[config.mk]
export PLATFORM = sky130hd
export DESIGN_NAME = double_step_line_rasterizer
export DESIGN_NICKNAME = d
export VERILOG_FILES = /design/src/rtl/dslr_pkg.sv /design/src/rtl/dslr_front.sv /design/src/rtl/dslr_queue.sv /design/src/rtl/dslr_back.sv /design/src/rtl/double_step_line_rasterizer.sv
export VERILOG_INCLUDE_DIRS = /design/src /design/src/rtl
export SDC_FILE = /design/constraint.sdc
export NUM_CORES = 1
export LEC_CHECK = 0
export BUFFER_PORTS_ARGS = -buffer_cell sky130_fd_sc_hd__buf_2
export CORE_MARGIN = 4
export CORE_UTILIZATION = 55
export DETAILED_ROUTE_END_ITERATION = 12
export GPL_ROUTABILITY_DRIVEN = 1
export PLACE_DENSITY = 0.73
export SLEW_MARGIN = 5
export SYNTH_ARGS = -nofsm -noshare
export SYNTH_HDL_FRONTEND = slang
export SYNTH_HIERARCHICAL = 1
export SYNTH_SLANG_ARGS = --single-unit
export TNS_END_PERCENT = 50
[constraint.sdc]
create_clock -name clk -period 8.5 [get_ports clk]
set_input_delay 0.85 -clock clk [delete_from_list [all_inputs] [get_ports clk]]
set_output_delay 0.85 -clock clk [all_outputs]
set_load 0.03 [all_outputs]
[src/rtl/double_step_line_rasterizer_assert.svh]
// Assertion macros shared by the rasteriser RTL
`ifndef DOUBLE_STEP_LINE_RASTERIZER_ASSERT_SVH
`define DOUBLE_STEP_LINE_RASTERIZER_ASSERT_SVH

// implication checked on every edge outside reset
`define DSL_ASSERT_IMP(lbl, clk, rst_n, ante, cons) \
	lbl: assert property (@(posedge clk) disable iff (!rst_n) (ante) |-> (cons)) \
		else $error("assertion failed");

// implication with the consequent checked in the next cycle
`define DSL_ASSERT_NEXT(lbl, clk, rst_n, ante, cons) \
	lbl: assert property (@(posedge clk) disable iff (!rst_n) (ante) |=> (cons)) \
		else $error("assertion failed");

`endif

[src/rtl/dslr_pkg.sv]
`default_nettype none
package dslr_pkg;
	localparam int CoordBits = 10;
	localparam int ErrBits   = CoordBits + 5;
	localparam int GrpBits   = CoordBits - 1;
	localparam int QDepth    = 2;

	typedef logic [CoordBits-1:0] coord_t;
	typedef logic signed [ErrBits-1:0] err_t;

	typedef enum logic {OP_START = 1'b0, OP_ADVANCE = 1'b1} op_t;

	// item as it travels from front to back
	typedef struct packed {
		logic   op;
		coord_t fmaj;
		coord_t fmin;
		coord_t bmaj;
		coord_t bmin;
		coord_t dx;
		coord_t dy;
		logic   down;
		logic   swap;
		logic [7:0] color;
	} cmd_t;

	typedef struct packed {
		coord_t [3:0] px;
		coord_t [3:0] py;
		logic [3:0]   valid;
		logic [7:0]   color;
		logic         done;
	} res_t;
endpackage
`default_nettype wire

[src/rtl/dslr_front.sv]
`default_nettype none
module dslr_front import dslr_pkg::*; (
	input  wire logic            op,
	input  wire coord_t          xs,
	input  wire coord_t          ys,
	input  wire coord_t          xf,
	input  wire coord_t          yf,
	input  wire logic [7:0]      color,
	output cmd_t                 cmd
);
	logic   nx, ny, sw;
	coord_t adx, ady, a1, b1, a2, b2;

	always_comb begin
		nx  = xf < xs;
		ny  = yf < ys;
		adx = nx ? coord_t'(xs - xf) : coord_t'(xf - xs);
		ady = ny ? coord_t'(ys - yf) : coord_t'(yf - ys);
		sw  = ady > adx;
		a1 = sw ? ys : xs;
		b1 = sw ? xs : ys;
		a2 = sw ? yf : xf;
		b2 = sw ? xf : yf;
		cmd.op    = op;
		cmd.down  = nx != ny;
		cmd.swap  = sw;
		cmd.dx    = sw ? ady : adx;
		cmd.dy    = sw ? adx : ady;
		cmd.color = color;
		if (a1 > a2) begin
			cmd.fmaj = a2; cmd.fmin = b2; cmd.bmaj = a1; cmd.bmin = b1;
		end else begin
			cmd.fmaj = a1; cmd.fmin = b1; cmd.bmaj = a2; cmd.bmin = b2;
		end
	end
endmodule
`default_nettype wire

[src/rtl/dslr_queue.sv]
`default_nettype none
module dslr_queue import dslr_pkg::*; (
	input  wire logic clk,
	input  wire logic arst_n,
	input  wire logic wr,
	input  wire cmd_t wdata,
	output logic      full,
	input  wire logic rd,
	output cmd_t      rdata,
	output logic      empty
);
	cmd_t mem_q [QDepth];
	logic rp_q, wp_q;
	logic [1:0] cnt_q;

	assign full  = cnt_q == 2'(QDepth);
	assign empty = cnt_q == 2'd0;
	assign rdata = mem_q[rp_q];

	always_ff @(posedge clk) begin
		if (wr && !full) mem_q[wp_q] <= wdata;
	end

	always_ff @(posedge clk or negedge arst_n) begin
		if (!arst_n) begin
			rp_q <= 1'b0; wp_q <= 1'b0; cnt_q <= 2'd0;
		end else begin
			if (wr && !full) wp_q <= ~wp_q;
			if (rd && !empty) rp_q <= ~rp_q;
			cnt_q <= cnt_q + 2'(wr && !full) - 2'(rd && !empty);
		end
	end

`include "double_step_line_rasterizer_assert.svh"
	`DSL_ASSERT_IMP(a_q_bound, clk, arst_n, 1'b1, cnt_q <= 2'(QDepth))
	`DSL_ASSERT_NEXT(a_q_fill, clk, arst_n, wr && !full && !rd, !empty)
	`DSL_ASSERT_NEXT(a_q_keep, clk, arst_n, full && !rd, full)
endmodule
`default_nettype wire

[src/rtl/dslr_back.sv]
`default_nettype none
module dslr_back import dslr_pkg::*; (
	input  wire logic clk,
	input  wire logic arst_n,
	input  wire cmd_t cmd,
	input  wire logic cmd_vld,
	output logic      cmd_rd,
	output res_t      res,
	output logic      res_vld,
	input  wire logic res_rd
);
	coord_t fmaj_q, fmin_q, bmaj_q, bmin_q;
	err_t   d_q, split_q, s1_q, s2_q;
	logic   down_q, swap_q, steep_q, act_q;
	logic [GrpBits-1:0] grp_q;
	logic [1:0] tail_q;
	logic [7:0] color_q;
	res_t   out_q;
	logic   ovld_q;

	logic   take;
	res_t   r;
	coord_t f, g, h, f0, f1, b0, b1;
	logic   p_fs, p_gs, p_even;
	err_t   dx_e, dy_e, e2;
	logic [CoordBits-1:0] dxm1;

	assign take    = cmd_vld && (!ovld_q || res_rd);
	assign cmd_rd  = take;
	assign res     = out_q;
	assign res_vld = ovld_q;

	function automatic logic [2*CoordBits-1:0] scr(logic s, coord_t mj, coord_t mn);
		scr = s ? {mn, mj} : {mj, mn};
	endfunction

	always_comb begin
		// pattern: first step / second step take minor move
		if (steep_q && d_q > 0) begin
			p_fs = 1'b1; p_gs = 1'b1;
		end else if (!steep_q && d_q < 0) begin
			p_fs = 1'b0; p_gs = 1'b0;
		end else if (d_q < split_q) begin
			p_fs = 1'b0; p_gs = 1'b1;
		end else begin
			p_fs = 1'b1; p_gs = 1'b0;
		end
		p_even = p_fs == p_gs;
		f = p_fs ? (down_q ? '1 : coord_t'(1)) : '0;
		g = p_gs ? (down_q ? '1 : coord_t'(1)) : '0;
		h = (steep_q && p_fs && !p_gs && !(d_q > split_q)) ? '0 : f;
		f0 = fmin_q + f;
		f1 = f0 + g;
		b0 = bmin_q - f;
		b1 = b0 - g;
		dx_e = err_t'({1'b0, cmd.dx});
		dy_e = err_t'({1'b0, cmd.dy});
		e2   = (dy_e <<< 2) - (dx_e <<< 1);
		dxm1 = cmd.dx - coord_t'(1);
		r = '0;
		if (cmd.op == OP_START) begin
			r.color = cmd.color;
			{r.px[0], r.py[0]} = scr(cmd.swap, cmd.fmaj, cmd.fmin);
			r.valid[0] = 1'b1;
			if (cmd.dx == '0) r.done = 1'b1;
			else begin
				{r.px[1], r.py[1]} = scr(cmd.swap, cmd.bmaj, cmd.bmin);
				r.valid[1] = 1'b1;
				r.done = dxm1 == '0;
			end
		end else begin
			r.color = color_q;
			r.done  = 1'b1;
			if (act_q) begin
				{r.px[0], r.py[0]} = scr(swap_q, fmaj_q + coord_t'(1), f0);
				r.valid[0] = 1'b1;
				if (grp_q != '0) begin
					{r.px[1], r.py[1]} = scr(swap_q, fmaj_q + coord_t'(2), f1);
					{r.px[2], r.py[2]} = scr(swap_q, bmaj_q - coord_t'(1), b0);
					{r.px[3], r.py[3]} = scr(swap_q, bmaj_q - coord_t'(2), b1);
					r.valid = 4'hF;
					r.done = grp_q == GrpBits'(1) && tail_q == 2'd0;
				end else begin
					if (tail_q > 2'd1) begin
						{r.px[1], r.py[1]} = scr(swap_q, fmaj_q + coord_t'(2), f1);
						r.valid[1] = 1'b1;
					end
					if (tail_q > 2'd2) begin
						{r.px[2], r.py[2]} =
							scr(swap_q, bmaj_q - coord_t'(1), bmin_q - h);
						r.valid[2] = 1'b1;
					end
				end
			end
		end
	end

	always_ff @(posedge clk) begin
		if (take) begin
			out_q <= r;
			if (cmd.op == OP_START) begin
				fmaj_q <= cmd.fmaj; fmin_q <= cmd.fmin;
				bmaj_q <= cmd.bmaj; bmin_q <= cmd.bmin;
				down_q <= cmd.down; swap_q <= cmd.swap;
				grp_q  <= GrpBits'(dxm1[CoordBits-1:2]);
				tail_q <= dxm1[1:0];
				s2_q   <= e2;
				steep_q <= !e2[ErrBits-1];
				if (e2[ErrBits-1]) begin
					split_q <= dy_e <<< 1;
					s1_q    <= dy_e <<< 2;
					d_q     <= (dy_e <<< 2) - dx_e;
				end else begin
					split_q <= (dy_e - dx_e) <<< 1;
					s1_q    <= (dy_e - dx_e) <<< 2;
					d_q     <= ((dy_e - dx_e) <<< 2) + dx_e;
				end
			end else if (act_q && grp_q != '0) begin
				fmaj_q <= fmaj_q + coord_t'(2); fmin_q <= f1;
				bmaj_q <= bmaj_q - coord_t'(2); bmin_q <= b1;
				d_q    <= d_q + (p_even ? s1_q : s2_q);
				grp_q  <= grp_q - GrpBits'(1);
			end else if (act_q) begin
				tail_q <= 2'd0;
			end
		end
	end

	always_ff @(posedge clk or negedge arst_n) begin
		if (!arst_n) begin
			act_q   <= 1'b0;
			ovld_q  <= 1'b0;
			color_q <= '0;
		end else begin
			if (take) ovld_q <= 1'b1;
			else if (res_rd) ovld_q <= 1'b0;
			if (take) begin
				if (cmd.op == OP_START) begin
					act_q   <= cmd.dx != '0 && dxm1 != '0;
					color_q <= cmd.color;
				end else if (act_q) act_q <= !r.done;
			end
		end
	end

`include "double_step_line_rasterizer_assert.svh"
	`DSL_ASSERT_IMP(a_b_idle_mask, clk, arst_n,
		take && cmd.op == OP_ADVANCE && !act_q, r.valid == 4'h0 && r.done)
	`DSL_ASSERT_NEXT(a_b_done_idle, clk, arst_n,
		take && cmd.op == OP_ADVANCE && r.done, !act_q)
	`DSL_ASSERT_NEXT(a_b_hold, clk, arst_n, ovld_q && !res_rd && !take, $stable(out_q))
endmodule
`default_nettype wire

[src/rtl/double_step_line_rasterizer.sv]
`default_nettype none
// Symmetric double-step line rasteriser.
// Input queue port: push/full with opcode, endpoints and pen_color. A start
// (opcode 0) returns the ordered endpoints; each advance (opcode 1) returns a
// group of up to four pixels with a valid mask, line_done on the last group.
// Result queue port: empty/pop; the oldest result sits on the ports while
// empty is low.
// The front is combinational; an accepted beat is written into the command
// queue and from there loads the back-end output register once that register
// is free or being popped.
// Throughput: one beat per cycle while pop is held; the back end updates its
// cursors and decision value with one add and compare per advance.
// Reset empties the command queue and the result register and leaves the
// block idle; an advance while idle returns an empty mask with line_done set.
// When the receiver stalls the result register holds, the two-entry command
// queue fills, and full rises to stall the sender.
module double_step_line_rasterizer import dslr_pkg::*; (
	input  wire logic        clk,
	input  wire logic        arst_n,
	input  wire logic        push,
	output logic             full,
	input  wire logic        opcode,
	input  wire coord_t      x_start,
	input  wire coord_t      y_start,
	input  wire coord_t      x_finish,
	input  wire coord_t      y_finish,
	input  wire logic [7:0]  pen_color,
	output logic             empty,
	input  wire logic        pop,
	output coord_t           pix0_x,
	output coord_t           pix0_y,
	output coord_t           pix1_x,
	output coord_t           pix1_y,
	output coord_t           pix2_x,
	output coord_t           pix2_y,
	output coord_t           pix3_x,
	output coord_t           pix3_y,
	output logic [3:0]       pixel_valid,
	output logic [7:0]       pixel_color,
	output logic             line_done
);
	cmd_t fcmd, qcmd;
	logic qempty, qrd, rvld;
	res_t res;

	dslr_front u_front (
		.op(opcode), .xs(x_start), .ys(y_start), .xf(x_finish), .yf(y_finish),
		.color(pen_color), .cmd(fcmd)
	);

	dslr_queue u_queue (
		.clk(clk), .arst_n(arst_n), .wr(push), .wdata(fcmd), .full(full),
		.rd(qrd), .rdata(qcmd), .empty(qempty)
	);

	dslr_back u_back (
		.clk(clk), .arst_n(arst_n), .cmd(qcmd), .cmd_vld(!qempty), .cmd_rd(qrd),
		.res(res), .res_vld(rvld), .res_rd(pop)
	);

	assign empty       = !rvld;
	assign pix0_x      = res.px[0];
	assign pix0_y      = res.py[0];
	assign pix1_x      = res.px[1];
	assign pix1_y      = res.py[1];
	assign pix2_x      = res.px[2];
	assign pix2_y      = res.py[2];
	assign pix3_x      = res.px[3];
	assign pix3_y      = res.py[3];
	assign pixel_valid = res.valid;
	assign pixel_color = res.color;
	assign line_done   = res.done;
endmodule
`default_nettype wire

==> results.cfg <==
[placed_design]
hpwl_mm = 46.39
port_buffers = 147
place_congestion = 0.9411

[sta]
timing.setup.tns_ns = 0
worstMarginPinSlew_ns = 1.047
max_freq_mhz = 150.0
skew_ns = 0.02586
report.final.hold_viol_count = 0
slew_headroom_pct = 29.94
fin_crit_sh_pct = 78.41
period_needed_ns = 6.665
finalMaxSlewViolations = 0
setup_viol = 0
grt_setup_unrepaired = false

[die]
ioPinCount = 148
dieArea_sq_um = 46000
rows = 75
start_util_pct = 55.77
die-height_microns = 214.5
core_sq_um = 42040
die_w_microns = 214.5

[yosys]
synth_ff_type = edfxtp_1
ys_ff_latch = 341
ys_types = 87
synth_fa_ha_area_share_pct = 10.50
synth-seq-area-share_pct = 43.37
synth_xor_area_share_pct = 5.486
synth-compound-area-share_pct = 14.19
synthCells = 2202
syn_area_sq_um = 23450
syn_nets = 2444
avgSynthCellArea_sq_um = 10.65
synth_mux_area_share_pct = 11.46
synth_top_area_share_pct = 41.88
synth-simple-area-share_pct = 10.02
synth_top_area_cell = edfxtp_1
synth_top_family_by_area = compound AO/OA/AOI/OAI gates
synthArstFlopShare_pct = 4.106
yosysWarnings = 6
synth-edff-count = 327
ys_top_cells_by_area = edfxtp_1 42%, ha_1 9.4%, mux2i_1 5.1%

[setup_path]
ff2ff_setup_slack_ns = 2.16
path_delay_family = compound AO/OA/AOI/OAI gates
r2r-end = u_back/fmin_q[9]
worst-endpoint-required_ns = 8.77
critical-path-slowest-cell = a211o_1
worstSetupPathType = input pin to flop
endpoint_kind = flop
worstSetupStartpointType = input pin
startpoint = x_finish[0]
slowest_delay_ns = 0.48
crit_cells = 28
worstPathArrival_ns = 6.93
endpoint = u_queue/mem_q[0][60]
worstPathMaxFanout = 90
timing.rr.start = u_back/d_q[14]
path_buf_inv = 6
r2r_cells = 24

[clock_tree]
clock_latency_ns = 0.57
cts_root_buffer = clkbuf_16
cts_hold_buf = 0
cts-htree-levels = 2
cts-resized-gates = 0
numCtsBuffers = 38
cts.sinks = 341
postCtsSetupBuffers = 0
cts_tree = built
clockBufferDepth = 3
clk_pin_slew_ns = 0.06

[drt]
drt_iter0_drc = 1623
drt-wirelength-per-cell_microns = 21.36
vias = 17400
viasPerCell = 6.067
firstDrtPassIters = 10
drc = 1
finalWirelength_mm = 61.26
ant_nets = 0

[status]
status = finished with violations
violations = DRC

[final_layout]
layout-drive-gt1-share_pct = 15.80
final_common_cell = edfxtp_1
nNetsFinal = 2541
antenna_cells = 0
layout_common_cells = 327 x edfxtp_1, 224 x a21oi_1, 181 x nor2_1
area_growth_pct = 9.312
fillers = 3431

[global_routing]
grt_pass1_vias = 16650
grt_use_total_pct = 25.69
overflow = 0
antenna_found_initial = 1
grt_max_degree = 91
grt_first_pass_wirelength_mm = 93.88

[min_path]
hp-class = input pin to asynchronous set/reset pin

[run]
maxCapViolCount = 0
-- how the worst min path moves through the flow --
| stage | slack (ns) | from | to |
|---|---|---|---|
| 6_report | 0.23 | arst_n | u_back/res_vld |
| 5_1_grt | 0.24 | arst_n | u_back/res_vld |
| 4_1_cts | 0.21 | arst_n | u_back/res_vld |
| 3_5_place_dp | 0.46 | u_back/color_q[7] | u_back/color_q[7] |
| 3_3_place_gp | 0.45 | u_back/color_q[0] | u_back/color_q[0] |
| 2_1_floorplan | 0.44 | u_back/color_q[1] | u_back/color_q[1] |
-- worst reg2reg max path, cell delays in order, from the launching register on --
cell	delay, ns
edfxtp_1	0.48
ha_1	0.62
nand4_1	0.18
nor2_1	0.12
o31a_2	0.21
a31oi_1	0.12
nand3_2	0.18
nand2_2	0.24
inv_2	0.31
ha_1	0.33
nor2b_1	0.15
o21ai_0	0.22
a21boi_0	0.17
o21ai_0	0.17
nand2b_1	0.10
a21o_1	0.19
a21oi_1	0.17
xor2_1	0.27
inv_1	0.07
ha_1	0.33
nand2_1	0.07
o41ai_1	0.64
xor2_2	0.24
xor2_1	0.20
mux2_2	0.29
-- cell families after synthesis --
logic type / count (synthesis)
AO/OA/AOI/OAI: 543
XOR/XNOR: 141
adder cells (fa/ha/maj): 189
buffers and inverters: 248
flip-flops: 341
multiplexers: 229
AND/OR/NAND/NOR: 511
-- flip-flops by register name, indices dropped and copies added, names as in the netlist, 2 cells and up --
signal and flops:
u_back/bmaj_q 10, u_back/bmin_q 10, u_back/color_q 8, u_back/d_q 15, u_back/fmaj_q 10, u_back/fmin_q 10, u_back/grp_q 9, u_back/res 93
u_back/s1_q 11, u_back/s2_q 12, u_back/tail_q 2, u_queue/cnt_q 2, u_queue/mem_q 142
-- routing by layer --
metal / up-vias / global-route usage [%] / routed length [microns]
met5: - / 0 / 18
met4: 2 / 9.661 / 2274
met3: 114 / 3.628 / 4293
met2: 682 / 41.98 / 28480
met1: 8371 / 35.07 / 26190
li1: 8231 / - / -
-- layout make-up --
cell class                 instances  area, sq um  share of cell area [%]
multi-input combinational       1613        12150                   47.40
timing repair buffer             165        883.3                   3.447
clock inverter                    23        229.0                  0.8934
sequential                       341        10170                   39.69
tap                              539        674.4                   2.631
inverter                         140        526.8                   2.055
clock buffer                      47        994.7                   3.881
-- per-stage QoR --
stage                     area [sq um]  hold WS, ns  utilization, %  setup slack (ns)  instances
final                            25630       0.2287           60.96             1.835       2868
after global routing             25630       0.2352           60.96             1.401       2868
after CTS                        25630       0.2120           60.96             1.953       2868
after detailed placement         24410       0.4598           58.05             1.358       2798
after global placement           24410       0.4520           58.05             1.549       2798
after floorplan                  23450       0.4401               -             1.992       2202
-- synth_stat cells (all sizes together) (48+ instances only) --
cell	n
clkbuf	55
mux2i	120
xor2	48
nor2	183
edfxtp	327
a21oi	228
inv	139
ha	176
xnor2	91
nand2	153
o21ai	112
mux2	109
buf	53
Power is left out: the tool's default activity adds up to more than one toggle a clock period on the data nets, which glitch-free logic cannot reach.
